===== src/rtl/bcls_pkg.sv =====
// Types, widths and reset constants shared by the button press classifier.
package bcls_pkg;

  localparam int PinW          = 8;
  localparam int TimeW         = 32;
  localparam int CfgIdxW       = 2;
  localparam int CfgDataW      = 16;
  localparam int NumButtonsDef = 8;

  localparam logic [CfgDataW-1:0] DebounceRst = 16'd50;
  localparam logic [CfgDataW-1:0] LongRst     = 16'd1000;
  localparam logic [PinW-1:0]     MaskRst     = 8'hFF;

  typedef enum logic [CfgIdxW-1:0] {
    CFG_DEBOUNCE = 2'd0,
    CFG_LONG     = 2'd1,
    CFG_MASK     = 2'd2
  } cfg_reg_e;

  typedef enum logic [2:0] {
    PH_IDLE     = 3'd0,
    PH_DEBOUNCE = 3'd1,
    PH_SHORT    = 3'd2,
    PH_LONG     = 3'd3,
    PH_RELEASED = 3'd4
  } phase_e;

  typedef struct packed {
    logic short_ev;
    logic long_ev;
    logic released;
    logic held;
  } lane_res_t;

  typedef struct packed {
    logic [PinW-1:0] short_press_events;
    logic [PinW-1:0] long_press_events;
    logic [PinW-1:0] released_flags;
    logic [PinW-1:0] held_flags;
  } res_word_t;

endpackage


===== src/rtl/bcls_if.sv =====
// Handshake channel interfaces: tick input, result output and register writes.
interface bcls_in_if;
  logic                        valid;
  logic                        ready;
  logic [bcls_pkg::PinW-1:0]   pin_levels;
  logic [bcls_pkg::TimeW-1:0]  now_ms;

  modport source (output valid, output pin_levels, output now_ms, input ready);
  modport sink   (input valid, input pin_levels, input now_ms, output ready);
endinterface

interface bcls_out_if;
  logic                      valid;
  logic                      ready;
  logic [bcls_pkg::PinW-1:0] short_press_events;
  logic [bcls_pkg::PinW-1:0] long_press_events;
  logic [bcls_pkg::PinW-1:0] released_flags;
  logic [bcls_pkg::PinW-1:0] held_flags;

  modport source (output valid, output short_press_events, output long_press_events,
                  output released_flags, output held_flags, input ready);
  modport sink   (input valid, input short_press_events, input long_press_events,
                  input released_flags, input held_flags, output ready);
endinterface

interface bcls_cfg_if;
  logic                          valid;
  logic                          ready;
  logic [bcls_pkg::CfgIdxW-1:0]  index;
  logic [bcls_pkg::CfgDataW-1:0] data;

  modport source (output valid, output index, output data, input ready);
  modport sink   (input valid, input index, input data, output ready);
endinterface


===== src/rtl/bcls_lane.sv =====
// One button lane: press phase machine with start time and threshold compares.
module bcls_lane (
  input  logic                          clk_i,
  input  logic                          rst_ni,
  input  logic                          en_i,
  input  logic                          pressed_i,
  input  logic [bcls_pkg::TimeW-1:0]    now_i,
  input  logic [bcls_pkg::CfgDataW-1:0] debounce_i,
  input  logic [bcls_pkg::CfgDataW-1:0] long_i,
  output bcls_pkg::lane_res_t           res_o
);

  localparam int ExtW = bcls_pkg::TimeW - bcls_pkg::CfgDataW;

  bcls_pkg::phase_e             phase_q, phase_d;
  logic [bcls_pkg::TimeW-1:0]   start_q, start_d;
  logic [bcls_pkg::TimeW-1:0]   elapsed;
  logic                         deb_met, long_met;
  logic                         short_ev, long_ev;

  assign elapsed  = now_i - start_q;
  assign deb_met  = elapsed >= {{ExtW{1'b0}}, debounce_i};
  assign long_met = elapsed >= {{ExtW{1'b0}}, long_i};

  always_ff @(posedge clk_i or negedge rst_ni) begin
    if (!rst_ni) begin
      phase_q <= bcls_pkg::PH_IDLE;
      start_q <= '0;
    end else if (en_i) begin
      phase_q <= phase_d;
      start_q <= start_d;
    end
  end

  always_comb begin
    phase_d  = phase_q;
    start_d  = start_q;
    short_ev = 1'b0;
    long_ev  = 1'b0;
    case (phase_q)
      bcls_pkg::PH_DEBOUNCE: begin
        if (deb_met) begin
          if (pressed_i) begin
            phase_d = bcls_pkg::PH_SHORT;
            start_d = now_i;
          end else begin
            phase_d = bcls_pkg::PH_IDLE;
          end
        end
      end
      bcls_pkg::PH_SHORT: begin
        if (!pressed_i) begin
          short_ev = 1'b1;
          phase_d  = bcls_pkg::PH_RELEASED;
        end else if (long_met) begin
          long_ev = 1'b1;
          phase_d = bcls_pkg::PH_LONG;
        end
      end
      bcls_pkg::PH_LONG: begin
        if (!pressed_i) begin
          phase_d = bcls_pkg::PH_RELEASED;
        end
      end
      bcls_pkg::PH_RELEASED: begin
        phase_d = bcls_pkg::PH_IDLE;
      end
      default: begin
        if (pressed_i) begin
          phase_d = bcls_pkg::PH_DEBOUNCE;
          start_d = now_i;
        end else begin
          phase_d = bcls_pkg::PH_IDLE;
        end
      end
    endcase
  end

  assign res_o.short_ev = short_ev;
  assign res_o.long_ev  = long_ev;
  assign res_o.released = phase_d == bcls_pkg::PH_RELEASED;
  assign res_o.held     = (phase_d == bcls_pkg::PH_SHORT) || (phase_d == bcls_pkg::PH_LONG);

  a_short_from_short: assert property (@(posedge clk_i) disable iff (!rst_ni)
    en_i && short_ev |-> phase_q == bcls_pkg::PH_SHORT && !pressed_i)
    else $error("short event outside short press phase");

  a_release_one_tick: assert property (@(posedge clk_i) disable iff (!rst_ni)
    en_i && phase_q == bcls_pkg::PH_RELEASED |=> phase_q == bcls_pkg::PH_IDLE)
    else $error("released phase lasted more than one tick");

  a_hold_when_idle: assert property (@(posedge clk_i) disable iff (!rst_ni)
    !en_i |=> phase_q == $past(phase_q) && start_q == $past(start_q))
    else $error("lane state moved without a tick");

endmodule


===== src/rtl/bcls_merge.sv =====
// Merge of lane results into one result word, held in a two-entry output queue.
module bcls_merge #(
  parameter int NUM_LANES = bcls_pkg::NumButtonsDef
) (
  input  logic                                 clk_i,
  input  logic                                 rst_ni,
  input  logic                                 push_i,
  output logic                                 ready_o,
  input  bcls_pkg::lane_res_t [NUM_LANES-1:0]  lanes_i,
  bcls_out_if.source                           out_o
);

  bcls_pkg::res_word_t word;
  bcls_pkg::res_word_t slot_q [2];
  logic                wr_ptr_q, rd_ptr_q;
  logic [1:0]          count_q;
  logic                push, pop;

  for (genvar i = 0; i < bcls_pkg::PinW; i++) begin : g_bits
    if (i < NUM_LANES) begin : g_lane
      assign word.short_press_events[i] = lanes_i[i].short_ev;
      assign word.long_press_events[i]  = lanes_i[i].long_ev;
      assign word.released_flags[i]     = lanes_i[i].released;
      assign word.held_flags[i]         = lanes_i[i].held;
    end else begin : g_none
      assign word.short_press_events[i] = 1'b0;
      assign word.long_press_events[i]  = 1'b0;
      assign word.released_flags[i]     = 1'b0;
      assign word.held_flags[i]         = 1'b0;
    end
  end

  assign ready_o = count_q != 2'd2;
  assign push    = push_i && ready_o;
  assign pop     = out_o.valid && out_o.ready;

  always_ff @(posedge clk_i or negedge rst_ni) begin
    if (!rst_ni) begin
      wr_ptr_q <= 1'b0;
      rd_ptr_q <= 1'b0;
      count_q  <= 2'd0;
    end else begin
      if (push) wr_ptr_q <= ~wr_ptr_q;
      if (pop) rd_ptr_q <= ~rd_ptr_q;
      if (push && !pop) begin
        count_q <= count_q + 2'd1;
      end else if (pop && !push) begin
        count_q <= count_q - 2'd1;
      end
    end
  end

  always_ff @(posedge clk_i) begin
    if (push) slot_q[wr_ptr_q] <= word;
  end

  assign out_o.valid              = count_q != 2'd0;
  assign out_o.short_press_events = slot_q[rd_ptr_q].short_press_events;
  assign out_o.long_press_events  = slot_q[rd_ptr_q].long_press_events;
  assign out_o.released_flags     = slot_q[rd_ptr_q].released_flags;
  assign out_o.held_flags         = slot_q[rd_ptr_q].held_flags;

  a_count_bound: assert property (@(posedge clk_i) disable iff (!rst_ni)
    count_q != 2'd3)
    else $error("output queue overfilled");

  a_push_grows: assert property (@(posedge clk_i) disable iff (!rst_ni)
    push && !pop |=> count_q == $past(count_q) + 2'd1)
    else $error("word lost on push");

  a_ptr_match: assert property (@(posedge clk_i) disable iff (!rst_ni)
    (count_q == 2'd0 || count_q == 2'd2) |-> wr_ptr_q == rd_ptr_q)
    else $error("queue pointers out of step with count");

endmodule


===== src/rtl/button_press_classifier.sv =====
// Top level: registers, per-button lanes and result merge.
// A result word is formed from its tick word and registered in the output queue.
// One tick per cycle unless the output queue is full; all buttons update in parallel.
// A two-entry output queue lets ticks be taken while one result waits.
// Reset: every button idle, start times zero, thresholds 50 and 1000, mask 0xFF.
module button_press_classifier #(
  parameter int NUM_BUTTONS = bcls_pkg::NumButtonsDef
) (
  input  logic        clk_i,
  input  logic        rst_ni,
  bcls_in_if.sink     in_i,
  bcls_out_if.source  out_o,
  bcls_cfg_if.sink    cfg_i
);

  localparam int NumLanes = (NUM_BUTTONS < bcls_pkg::PinW) ? NUM_BUTTONS : bcls_pkg::PinW;

  logic [bcls_pkg::CfgDataW-1:0] debounce_q;
  logic [bcls_pkg::CfgDataW-1:0] long_q;
  logic [bcls_pkg::PinW-1:0]     mask_q;
  logic                          accept;
  logic                          merge_ready;
  bcls_pkg::lane_res_t [NumLanes-1:0] lane_res;

  assign cfg_i.ready = 1'b1;

  always_ff @(posedge clk_i or negedge rst_ni) begin
    if (!rst_ni) begin
      debounce_q <= bcls_pkg::DebounceRst;
      long_q     <= bcls_pkg::LongRst;
      mask_q     <= bcls_pkg::MaskRst;
    end else if (cfg_i.valid) begin
      case (bcls_pkg::cfg_reg_e'(cfg_i.index))
        bcls_pkg::CFG_DEBOUNCE: debounce_q <= cfg_i.data;
        bcls_pkg::CFG_LONG:     long_q     <= cfg_i.data;
        bcls_pkg::CFG_MASK:     mask_q     <= cfg_i.data[bcls_pkg::PinW-1:0];
        default: ;
      endcase
    end
  end

  assign in_i.ready = merge_ready;
  assign accept     = in_i.valid && merge_ready;

  for (genvar i = 0; i < NumLanes; i++) begin : g_lane
    bcls_lane u_lane (
      .clk_i      (clk_i),
      .rst_ni     (rst_ni),
      .en_i       (accept),
      .pressed_i  (in_i.pin_levels[i] ^ mask_q[i]),
      .now_i      (in_i.now_ms),
      .debounce_i (debounce_q),
      .long_i     (long_q),
      .res_o      (lane_res[i])
    );
  end

  bcls_merge #(
    .NUM_LANES (NumLanes)
  ) u_merge (
    .clk_i   (clk_i),
    .rst_ni  (rst_ni),
    .push_i  (accept),
    .ready_o (merge_ready),
    .lanes_i (lane_res),
    .out_o   (out_o)
  );

endmodule


===== src/flat_wrapper.sv =====
// flat-port wrapper written by rule: the top's interface ports become plain ports
module button_press_classifier_flat 
#(
  parameter int NUM_BUTTONS = bcls_pkg::NumButtonsDef
)
  (clk_i, rst_ni, in_i_valid, in_i_pin_levels, in_i_now_ms, in_i_ready, out_o_valid, out_o_short_press_events, out_o_long_press_events, out_o_released_flags, out_o_held_flags, out_o_ready, cfg_i_valid, cfg_i_index, cfg_i_data, cfg_i_ready);
  bcls_in_if in_i_i ();
  bcls_out_if out_o_i ();
  bcls_cfg_if cfg_i_i ();
  input  logic clk_i;
  input  logic rst_ni;
  input wire logic [$bits(in_i_i.valid)-1:0] in_i_valid;
  input wire logic [$bits(in_i_i.pin_levels)-1:0] in_i_pin_levels;
  input wire logic [$bits(in_i_i.now_ms)-1:0] in_i_now_ms;
  output wire logic [$bits(in_i_i.ready)-1:0] in_i_ready;
  output wire logic [$bits(out_o_i.valid)-1:0] out_o_valid;
  output wire logic [$bits(out_o_i.short_press_events)-1:0] out_o_short_press_events;
  output wire logic [$bits(out_o_i.long_press_events)-1:0] out_o_long_press_events;
  output wire logic [$bits(out_o_i.released_flags)-1:0] out_o_released_flags;
  output wire logic [$bits(out_o_i.held_flags)-1:0] out_o_held_flags;
  input wire logic [$bits(out_o_i.ready)-1:0] out_o_ready;
  input wire logic [$bits(cfg_i_i.valid)-1:0] cfg_i_valid;
  input wire logic [$bits(cfg_i_i.index)-1:0] cfg_i_index;
  input wire logic [$bits(cfg_i_i.data)-1:0] cfg_i_data;
  output wire logic [$bits(cfg_i_i.ready)-1:0] cfg_i_ready;
  assign in_i_i.valid = in_i_valid;
  assign in_i_i.pin_levels = in_i_pin_levels;
  assign in_i_i.now_ms = in_i_now_ms;
  assign in_i_ready = in_i_i.ready;
  assign out_o_valid = out_o_i.valid;
  assign out_o_short_press_events = out_o_i.short_press_events;
  assign out_o_long_press_events = out_o_i.long_press_events;
  assign out_o_released_flags = out_o_i.released_flags;
  assign out_o_held_flags = out_o_i.held_flags;
  assign out_o_i.ready = out_o_ready;
  assign cfg_i_i.valid = cfg_i_valid;
  assign cfg_i_i.index = cfg_i_index;
  assign cfg_i_i.data = cfg_i_data;
  assign cfg_i_ready = cfg_i_i.ready;
  button_press_classifier #(.NUM_BUTTONS(NUM_BUTTONS)) u_core (.clk_i(clk_i), .rst_ni(rst_ni), .in_i(in_i_i), .out_o(out_o_i), .cfg_i(cfg_i_i));
endmodule

===== config.mk =====
export PLATFORM = sky130hd
export DESIGN_NAME = button_press_classifier_flat
export DESIGN_NICKNAME = d
export VERILOG_FILES = /design/src/rtl/bcls_pkg.sv /design/src/rtl/bcls_if.sv /design/src/rtl/bcls_lane.sv /design/src/rtl/bcls_merge.sv /design/src/rtl/button_press_classifier.sv /design/src/flat_wrapper.sv
export SDC_FILE = /design/constraint.sdc
export NUM_CORES = 1
export LEC_CHECK = 0
export BUFFER_PORTS_ARGS = -buffer_cell sky130_fd_sc_hd__buf_2
export CORE_ASPECT_RATIO = 1.2
export CORE_MARGIN = 1.5
export CORE_UTILIZATION = 45
export DETAILED_ROUTE_END_ITERATION = 12
export MAX_ROUTING_LAYER = met4
export PLACE_DENSITY = 0.64
export SETUP_SLACK_MARGIN = 0.5
export SYNTH_ARGS = -nofsm -noshare
export SYNTH_HDL_FRONTEND = slang
export SYNTH_SLANG_ARGS = --single-unit

===== constraint.sdc =====
create_clock -name clk_i -period 13.3 [get_ports clk_i]
set_input_delay 0.665 -clock clk_i [delete_from_list [all_inputs] [get_ports clk_i]]
set_output_delay 0.665 -clock clk_i [all_outputs]
set_load 0.05 [all_outputs]

After elaboration in Yosys (flattened, before gate mapping)
Memories as Yosys holds them, arrays and structs flattened. Cells that the tools add are included.

$add $sub $neg: 10. Magnitude comparators: 16. Equal/unequal tests: 67. Multiplexer cells: 124. Bitwise gates (word level): 18. Reduce and logical (&&, ||, !) cells: 37.

Operator list (number): >= comparator 32 x 16 -> 1 bit (16); 2-to-1 mux 32 bit (16); one-hot mux 32 bit (2 select lines) (8); subtractor 32 bit (8); equality test 3 x 2 -> 1 bit (second input constant) (32); 2-to-1 mux 3 bit (32); one-hot mux 3 bit (4 select lines) (8); 2-to-1 mux 1 bit (50); equality test 3 bit (second input constant) (16); equality test 3 x 1 -> 1 bit (second input constant) (8); AND reduction 3 bit (8); OR reduction 3 bit (8); 2-to-1 mux 2 bit (10); inequality test 2 bit (second input constant) (9); NOT 1 bit (10); logical OR 1 bit (8); XOR 1 bit (8); AND reduction 2 bit (3); logical AND 1 bit (5); nonzero test 2 bit (2); adder 2 x 1 -> 2 bit (second input constant) (1); equality test 2 x 1 -> 1 bit (second input constant) (1); equality test 2 bit (second input constant) (1); zero test 1 bit (2); other kinds (2) (2).

Bits in registers: 324. RAM bits: 64. Input port bits: 63. Output and inout bits: 35. Word-level logic and storage cells: 295. Memories: 1.

Memories: u_core.u_merge.slot_q (words 2, width 32, rd ports 1, clocked after memory_dff 0, wr ports 1, RTL line bcls_merge.sv:14) `bcls_pkg::res_word_t slot_q [2];`.

Logic depth before layout (Yosys ltp)
Gate-level depths: netlist (run 1).

Word-level depth: 7. Gate-level depth with buffers: 24. Depth with buffers taken out: 22.

Modules after synthesis
From an unflattened synthesis (run 1), not the netlist that was laid out.

Cell total of the unflattened synthesis: 4761. Area total of the unflattened synthesis: 41140.7 um^2.

By module, submodules not included: bcls_lane (u_core.g_lane[1].u_lane ...) (times used 5, cells an instance 558, area an instance 4521.8 um^2); bcls_lane (u_core.g_lane[0].u_lane ...) (times used 2, cells an instance 518, area an instance 4362.9 um^2); bcls_lane (u_core.g_lane[7].u_lane) (times used 1, cells an instance 721, area an instance 5526.6 um^2); bcls_merge (times used 1, cells an instance 118, area an instance 2658.8 um^2); button_press_classifier (times used 1, cells an instance 96, area an instance 1620.3 um^2).

Least setup slack after synthesis (run 1)
No wires, ideal clock.

Path kind: input to register. Start point: input port in_i_now_ms[0]. End point: register u_core.g_lane[3].u_lane.start_q[23] (netlist bit). Library setup time: 0.125 ns. Data arrival time: 5.060 ns. Required time: 13.175 ns. Slack: 8.115 ns. Stages: 20. Cell sequence: clkbuf_1 -> inv_1 -> ha_1 -> fa_1 -> nor2b_1 -> o31ai_1 -> a211oi_1 -> nor2_1 -> xnor2_1 -> ha_1 -> and4_1 -> a221o_1 -> a31oi_1 -> o21ai_0 -> a21oi_1 -> nor2b_1 -> o41a_1 -> o2111ai_2 -> buf_2 -> mux2_2.

Cells in the longest elaborated chain, start to end: 4.

Ends and longest elaborated chain: start, declared (RTL line flat_wrapper.sv:14) `input wire logic [$bits(in_i_i.now_ms)-1:0] in_i_now_ms;`; subtractor 32 bit (RTL line bcls_lane.sv:21) `assign elapsed = now_i - start_q;`; >= comparator 32 x 16 -> 1 bit (RTL line bcls_lane.sv:22) `assign deb_met = elapsed >= {{ExtW{1'b0}}, debounce_i};`; inequality test 2 bit (no line); AND reduction 3 bit (no line); end signal, assigned (RTL line bcls_lane.sv:31) `start_q <= start_d;`; end, declared (RTL line bcls_lane.sv:16) `logic [bcls_pkg::TimeW-1:0] start_q, start_d;`.

No other way between the ends. A chain may end at the register's enable or synchronous reset.

Worst setup path in the final report (run 1)
Start point: input port in_i_now_ms[1]. End point: register u_core.g_lane[3].u_lane.start_q[18] (netlist bit).

Same word-level chain as after synthesis.

==> results by group, run 1 <==
Synth
  – Yosys reg bits: 388
  – Post-synthesis adder-cell area fraction: 17.3%
  – Post-synthesis mux area share: 9.01%
  – Post-synth top cells: ha_1, inv_1, a21oi_1
  – Post-synth EDFFs: 64
  – Cell with the most instances after synthesis: ha_1
  – Predominant post-synthesis flop cell: dfrtp_1
  – Compound-Gate Fraction of Synth Area: 22.4%
  – Area contributors post-synth: dfrtp_1, ha_1, mux2_2
  – Synth area leader: dfrtp_1
  – Top cell type's share of synthesized area: 20.5%
  – Synth Area in Simple Gates: 15.1%
  – Post-Syn Area: 37500 µm²
  – Asr flop ratio synth: 83.5%
  – Largest family of logic cells by synthesized area: compound AO/OA/AOI/OAI gates
  – Post-synthesis xor/xnor area fraction: 3.83%
  – Syn Inst Count: 4295
  – Sequential element share of the synthesized area: 26.8%
  – Post-Syn Nets: 4871
  – Library cells used by synthesis: 93
  – Yosys Warn Count: 0
  – Mean post-synth cell area: 8.74 µm²

Clock network
  – H-tree depth: 2
  – TritonCTS Buffers: 47
  – Root buf cell: clkbuf_16
  – Clk slew on worst S/H paths: 0.06 ns
  – Clk_lat worst skew: 0.62 ns
  – CTS tree: done
  – Hold buffers post-CTS: 0
  – Post-cts sizing count: 0
  – Clock buffer depth: 3
  – Clock Sinks: 388
  – Setup bufs post-CTS: 0

STA
  – Setup TNS: 0 ns
  – Slew headroom: 13.6%
  – Worst-margin pin slew: 1.28 ns
  – Max Slew Vio Count: 0
  – Crit path time final: 6.33 ns
  – Final Skew: 0.0324 ns
  – Setup violations, final: 0
  – RSZ-0062 raised after global routing: false
  – Final worst path period share: 47.6%
  – F_max: 0.158 GHz
  – Hold slack: 0.0522 ns
  – Final hold vios: 0

Detailed routing
  – # DRC: 0
  – Antenna-violating nets left: 0
  – DRT Pass-1 Iters: 5
  – Via count: 33000
  – Vias/cell: 6.08
  – Initial DRC Count: 2469
  – Wirelength, routed: 119 mm
  – Post-DR wirelength/cell: 21.9 µm

Place
  – Final Wtd Congestion: 0.938
  – Port bufs: 96
  – Placed cells: 5347
  – Post-DP HPWL: 86.4 mm

Cells and area
  – Fillers: 7943
  – Post-route non-filler standard cell count: 5432
  – Share of layout cells above drive strength 1: 13.4%
  – Multi-input gate area: 25400 µm²
  – Final Util: 49.4%
  – Antenna cells: 0
  – Area grow syn2layout: 8.30%
  – FF/Latch Area: 10100 µm²
  – Nets: 4861

Power and ir drop
  – Leak pwr: 18.6 nW
  – Pwr Density: 283 nW/µm²
  – Maximum vdd drop: 0.000177 V

Die
  – FP Rows: 115
  – Starting Density: 45.6%
  – IO Count: 98
  – Die area: 85100 µm²
  – Core area: 82300 µm²
  – Die Y: 319 µm
  – Die width: 267 µm

Setup path
  – RR Endpoint: u_core.g_lane[1].u_lane.start_q[2]$_DFFE_PN0P_
  – Reg2Reg Depth: 19
  – Worst-path maximum fanout: 32
  – Worst Setup SP: in_i_now_ms[1]
  – Arr. time, crit path: 6.83 ns
  – Critical Path Start Type: input port
  – Setup CP Type: input port to flip-flop
  – WP data required: 13.80 ns
  – CP endpoint kind: flip-flop
  – Worst R2R Start: u_core.g_lane[1].u_lane.start_q[1]$_DFFE_PN0P_
  – Last element of the critical path: u_core.g_lane[3].u_lane.start_q[18]$_DFFE_PN0P_
  – Worst R2R Setup Slack: 7.74 ns

GRT
  – Initial antenna violation count: 1
  – Tot GR Track Use: 28.3%
  – Largest net degree at the start of global routing: 94
  – First-pass GRT wire length: 181 mm
  – Gr ovfl total: 0
  – Vias in the first global route: 31500

Min path
  – Min-Delay Path Class: input port to async pin

Run status
  – Status: complete, no violations

Flow run
  – Max-Cap Viols: 0
-- state kept, by name, summed over array words and instances (netlist names) --
| register | count |
|---|---|
| u_core.g_lane.u_lane.start_q | 256 |
| u_core.u_merge.slot_q | 64 |
| u_core.g_lane.u_lane.phase_q | 24 |
| u_core.debounce_q | 16 |
| u_core.long_q | 16 |
| u_core.mask_q | 8 |
| u_core.u_merge.count_q | 2 |
| u_core.u_merge.rd_ptr_q | 1 |
| u_core.u_merge.wr_ptr_q | 1 |
-- power by group --
| group | internal, mW | switching [mW] | leakage (nW) | total [mW] |
|---|---|---|---|---|
| registers | 1.76 | 0.316 | 4.41 | 2.08 |
| clock network | 0.821 | 0.559 | 0.799 | 1.38 |
| logic | 3.34 | 4.72 | 13.4 | 8.06 |
-- cells by family (layout without fill, tap and decap cells) --
kind of cell | Yosys count | count (layout)
AO/OA/AOI/OAI | 1253 | 1253
AND/OR/NAND/NOR | 1119 | 1119
buffers and inverters | 554 | 580
adder cells (fa/ha/maj) | 513 | 513
flip-flops | 388 | 388
multiplexers | 303 | 303
XOR/XNOR | 164 | 164
other | 1 | 1
-- cells in the final DEF (no fill, tap or decap), types with 34 or more instances in the layout --
master	instances
xnor2_1	94
o21a_1	56
clkbuf_16	50
nor2_1	244
dfrtp_1	305
nor3_1	76
and3_1	37
nand4_1	82
nand2_1	303
a21o_1	160
nand3_1	100
edfxtp_1	64
inv_1	361
a211oi_1	53
xor2_1	70
nand2b_1	52
o311ai_0	34
o21bai_1	37
buf_2	95
a21oi_1	348
buf_4	37
mux2_2	275
a31oi_1	39
nor2b_1	39
ha_1	505
o21ai_0	217
o211ai_1	38
-- per-stage QoR --
step           total power [mW]  area [µm²]  worst slack (ns)
2_1_floorplan              8.14       37500              8.11
4_1_cts                    11.5       40600              7.02
3_5_place_dp               10.0       39000              6.36
6_report                   11.5       40600              6.97
5_1_grt                    12.6       40600              6.53
3_3_place_gp               9.88       39000              6.48
-- layer usage --
metal / global-route usage [%] / wire length, µm
met3: 3.20 / 5410
met1: 33.6 / 50200
met2: 46.9 / 55900
met5: - / 0
met4: 14.8 / 7280
-- area by class of cell --
| type | count | share of cell area, % |
|---|---|---|
| multi-input combinational | 3353 | 62.6 |
| sequential | 388 | 24.7 |
| tap | 1111 | 3.42 |
| clock buffer | 62 | 3.36 |
| inverter | 362 | 3.34 |
| timing repair buffer | 133 | 1.89 |
| clock inverter | 23 | 0.677 |
-- worst max-delay path, cell delays in order --
cell and delay, ns:
buf_2 0.32, clkinv_1 0.73, fa_1 0.71, nor2b_1 0.17
o31ai_1 0.11, a211oi_1 0.57, nor2_1 0.18, xnor2_1 0.25
ha_1 0.28, and4_1 0.22, a221o_1 0.29, a31oi_1 0.15
o21ai_0 0.15, a21oi_1 0.17, nor2b_1 0.09, o41a_1 0.40
o2111ai_4 0.92, mux2_2 0.43
-- how the worst min path moves through the flow --
stage | end | from | slack (ns) | cells past startpoint
after floorplan | u_core.debounce_q[0]$_DFFE_PN0P_ | rst_ni | 0.37 | 0
after global placement | u_core.u_merge.count_q[1]$_DFFE_PN0P_ | u_core.u_merge.count_q[1]$_DFFE_PN0P_ | 0.47 | 1
after detailed placement | u_core.u_merge.count_q[1]$_DFFE_PN0P_ | u_core.u_merge.count_q[1]$_DFFE_PN0P_ | 0.48 | 1
after CTS | u_core.g_lane[5].u_lane.start_q[28]$_DFFE_PN0P_ | rst_ni | 0.05 | 1
after global routing | u_core.g_lane[5].u_lane.start_q[28]$_DFFE_PN0P_ | rst_ni | 0.09 | 1
final | u_core.g_lane[5].u_lane.start_q[28]$_DFFE_PN0P_ | rst_ni | 0.05 | 1
No activity file was read; power rests on OpenSTA's default activity.
==> run 2, diff against run 1 <==
--- a/config.mk
+++ b/config.mk
@@ -5,6 +5,7 @@
 export SDC_FILE = /design/constraint.sdc
 export NUM_CORES = 1
 export LEC_CHECK = 0
+export ABC_AREA = 1
 export BUFFER_PORTS_ARGS = -buffer_cell sky130_fd_sc_hd__buf_2
 export CORE_ASPECT_RATIO = 1.2
 export CORE_MARGIN = 1.5
==> constraint.sdc (replaced) <==
create_clock -name clk_i -period 6.3 [get_ports clk_i]
set_input_delay 0.315 -clock clk_i [delete_from_list [all_inputs] [get_ports clk_i]]
set_output_delay 0.315 -clock clk_i [all_outputs]
set_load 0.05 [all_outputs]
==> results by group, run 2 <==
Cells and area
  – Largest regs: u_core.g_lane.u_lane.start_q (256), u_core.u_merge.slot_q (64), u_core.g_lane.u_lane.phase_q (24)
  – Most common cell after layout, fill and taps aside: nand2_1
  – Fillers: 9796 (+23%)
  – Reg with most FFs: u_core.g_lane.u_lane.start_q
  – Nets: 7494 (+54%)
  – Final Util: 49.1% (-0.22 points)
  – Max reg flops: 256 (unchanged)
  – Share of layout cells above drive strength 1: 5.39% (-8.1 points)
  – Commonest non-fill, non-tap cells in the layout: nand2_1, inv_1, ha_1
  – Area grow syn2layout: 8.05%

STA
  – Final Skew: 0.0329 ns (+0.000517 ns)
  – Final worst path period share: 67.2%
  – F_max: 0.236 GHz
  – Setup TNS: 0 ns (unchanged)
  – Slew headroom: 22.0% (+8.4 points)
  – Setup violations, final: 0 (unchanged)
  – Final hold vios: 0 (unchanged)
  – Crit path time final: 4.23 ns
  – Worst-margin pin slew: 1.17 ns (-0.109 ns)
  – RSZ-0062 raised after global routing: false
  – Max Slew Vio Count: 0 (unchanged)

Clock network
  – Clk_lat worst skew: 0.64 ns (+0.02 ns)
  – Post-cts sizing count: 0 (unchanged)
  – H-tree depth: 2 (unchanged)
  – CTS tree: done
  – Setup bufs post-CTS: 0 (unchanged)
  – Root buf cell: clkbuf_16
  – TritonCTS Buffers: 47 (unchanged)
  – Clock Sinks: 388 (unchanged)
  – Clock buffer depth: 3 (unchanged)
  – Clk slew on worst S/H paths: 0.07 ns (about the same)

Synth
  – Predominant post-synthesis flop cell: dfrtp_1
  – Library cells used by synthesis: 52 (-44%)
  – Syn Inst Count: 6821 (+59%)
  – Mean post-synth cell area: 6.16 µm² (-30%)
  – Post-Syn Area: 42000 µm² (+12%)
  – Post-synth top cells: nand2_1, inv_1, ha_1
  – Yosys Warn Count: 0 (unchanged)
  – Yosys reg bits: 388 (unchanged)
  – Asr flop ratio synth: 83.5% (unchanged)
  – Synth area leader: nand2_1
  – Sequential element share of the synthesized area: 23.9% (-2.9 points)
  – Area contributors post-synth: nand2_1, dfrtp_1, ha_1
  – Cell with the most instances after synthesis: nand2_1
  – Post-Syn Nets: 7397 (+52%)
  – Post-synth EDFFs: 64 (unchanged)
  – Top cell type's share of synthesized area: 23.3% (+2.8 points)

Die
  – Starting Density: 45.5% (-0.10 points)
  – FP Rows: 122 (+6.1%)
  – Die width: 282 µm (+5.7%)
  – Die area: 95200 µm² (+12%)
  – IO Count: 98 (unchanged)
  – Die Y: 338 µm (+5.8%)
  – Core area: 92400 µm² (+12%)

Place
  – Port bufs: 96 (unchanged)
  – Final Wtd Congestion: 1.02 (+8.3%)
  – Post-DP HPWL: 117 mm (+36%)

Power and ir drop
  – Maximum vdd drop: 0.000255 V (+44%)
  – Pwr Density: 545 nW/µm² (+92%)
  – Total design power: 24.7 mW (+110%)
  – Leak pwr: 26.8 nW (+44%)

Setup path
  – Worst R2R Start: u_core.g_lane[3].u_lane.start_q[5]$_DFFE_PN0P_
  – Arr. time, crit path: 4.71 ns (-2.12 ns)
  – Last element of the critical path: u_core.g_lane[3].u_lane.start_q[20]$_DFFE_PN0P_
  – Critical Path Start Type: flip-flop
  – CP endpoint kind: flip-flop
  – CP delay by family, top: simple AND/OR/NAND/NOR gates
  – Critical-path cell list: inv_1, ha_1, nand2_1, nor2_1, nand3_1, nand3b_1, xor2_1, ha_1, a21oi_1, nor3_1, a211oi_1, nand2_1, a21oi_1, nand4_2, nand2_4, o21ai_0
  – Worst R2R Setup Slack: 2.07 ns (-5.67 ns)
  – Critical path buffer and inverter count: 1 (-1)
  – Worst-path maximum fanout: 64 (+100%)
  – Worst Setup SP: u_core.g_lane[3].u_lane.start_q[5]$_DFFE_PN0P_
  – WP data required: 6.77 ns (-7.03 ns)
  – CP Depth: 16 (-2)
  – Setup CP Type: flip-flop to flip-flop
  – Slowest stage cell on the critical path: nand2_4
  – RR Endpoint: u_core.g_lane[3].u_lane.start_q[20]$_DFFE_PN0P_
  – Reg2Reg Depth: 16 (-3)
  – Slowest Stage Delay on Critical Path: 0.53 ns (-0.39 ns)

GRT
  – First-pass GRT wire length: 227 mm (+25%)
  – Tot GR Track Use: 32.7% (+4.4 points)
  – Vias in the first global route: 38000 (+21%)
  – Gr ovfl total: 0 (unchanged)
  – Largest net degree at the start of global routing: 138 (+47%)
  – Initial antenna violation count: 8 (+7)

Detailed routing
  – Wirelength, routed: 152 mm (+28%)
  – DRT Pass-1 Iters: 8 (+3)
  – # DRC: 0 (unchanged)
  – Via count: 41700 (+26%)
  – Post-DR wirelength/cell: 18.5 µm (-15%)
  – Initial DRC Count: 3597 (+46%)
  – Antenna-violating nets left: 0 (unchanged)
  – Vias/cell: 5.08 (-16%)

Flow run
  – Max-Cap Viols: 0 (unchanged)

Run status
  – Status: complete, no violations

Min path
  – Min-Delay Path Class: input port to flip-flop
  – Min-Delay Startpoint: cfg_i_data[14]
## run 2: cell types whose count changed after synthesis, sizes merged, moves of 158 or more
cell / delta
nand2: +2370
nand3: +161
a21o: -158
mux2: -277
inv: +1095
nor2: +205
## run 2: area by class of cell
| cell class | count | area (µm²) | share of cell area [%] |
|---|---|---|---|
| repair buffers | 119 | 703 | 1.55 |
| diodes | 4 | 10.0 | 0.0221 |
| multi-input cells | 4895 | 25900 | 57.0 |
| inverters | 1467 | 5510 | 12.1 |
| clock inverters | 25 | 322 | 0.708 |
| flip-flops and latches | 388 | 10100 | 22.1 |
| clock buffers | 63 | 1360 | 2.99 |
| well taps | 1240 | 1550 | 3.42 |
## run 2: worst min path at each step
stage / end / slack (ns) / depth (start not counted)
CTS: u_core.debounce_q[1]$_DFFE_PN1P_ / 0.002 / 3
global route: u_core.long_q[14]$_DFFE_PN0P_ / 0.02 / 3
finish: u_core.long_q[14]$_DFFE_PN0P_ / 0.02 / 3
detailed placement: u_core.g_lane[7].u_lane.start_q[27]$_DFFE_PN0P_ / 0.38 / 1
global placement: u_core.g_lane[7].u_lane.start_q[27]$_DFFE_PN0P_ / 0.39 / 1
floorplan: u_core.debounce_q[0]$_DFFE_PN0P_ / 0.02 / 0
## run 2: cell families after synthesis
group / after synthesis / synth area share (%)
AO/OA/AOI/OAI: 637 / 8.28
XOR/XNOR: 138 / 2.88
adder cells (fa/ha/maj): 513 / 15.4
buffers and inverters: 1538 / 14.5
flip-flops: 388 / 23.9
other: 1 / 0.00893
AND/OR/NAND/NOR: 3606 / 35.0
## run 2: tightest hold or removal path, stage by stage
cell and delay (ns):
buf_2 0.08, inv_1 0.07, o21ai_0 0.16
## run 2: stage by stage
step | setup slack (ns) | hold WS (ns) | cells | cell area, µm²
6_report | 2.07 | 0.0243 | 8201 | 45400
5_1_grt | 1.85 | 0.0158 | 8200 | 45400
4_1_cts | 2.22 | 0.00220 | 8197 | 45400
3_5_place_dp | 1.86 | 0.380 | 8098 | 43600
3_3_place_gp | 1.99 | 0.388 | 8098 | 43600
2_1_floorplan | 3.10 | 0.0194 | 6821 | 42000
## run 2: layer usage
layer  wire [µm]  GRT usage, %
met4        7380          13.8
met2       64100          49.2
met3       11700          4.68
met5           0             -
met1       68500          43.8
## run 2: where the power goes
group,switching (mW),leakage [nW],internal (mW)
Combinational,11.6,21.4,5.93
Clock,1.27,0.816,1.74
Sequential,0.581,4.63,3.63
## run 2: timing repair
item                                    4_1_cts  5_1_grt
endpoints found under the setup margin        0        0
hold endpoints to repair                    116        0
hold buffers                                 11        0
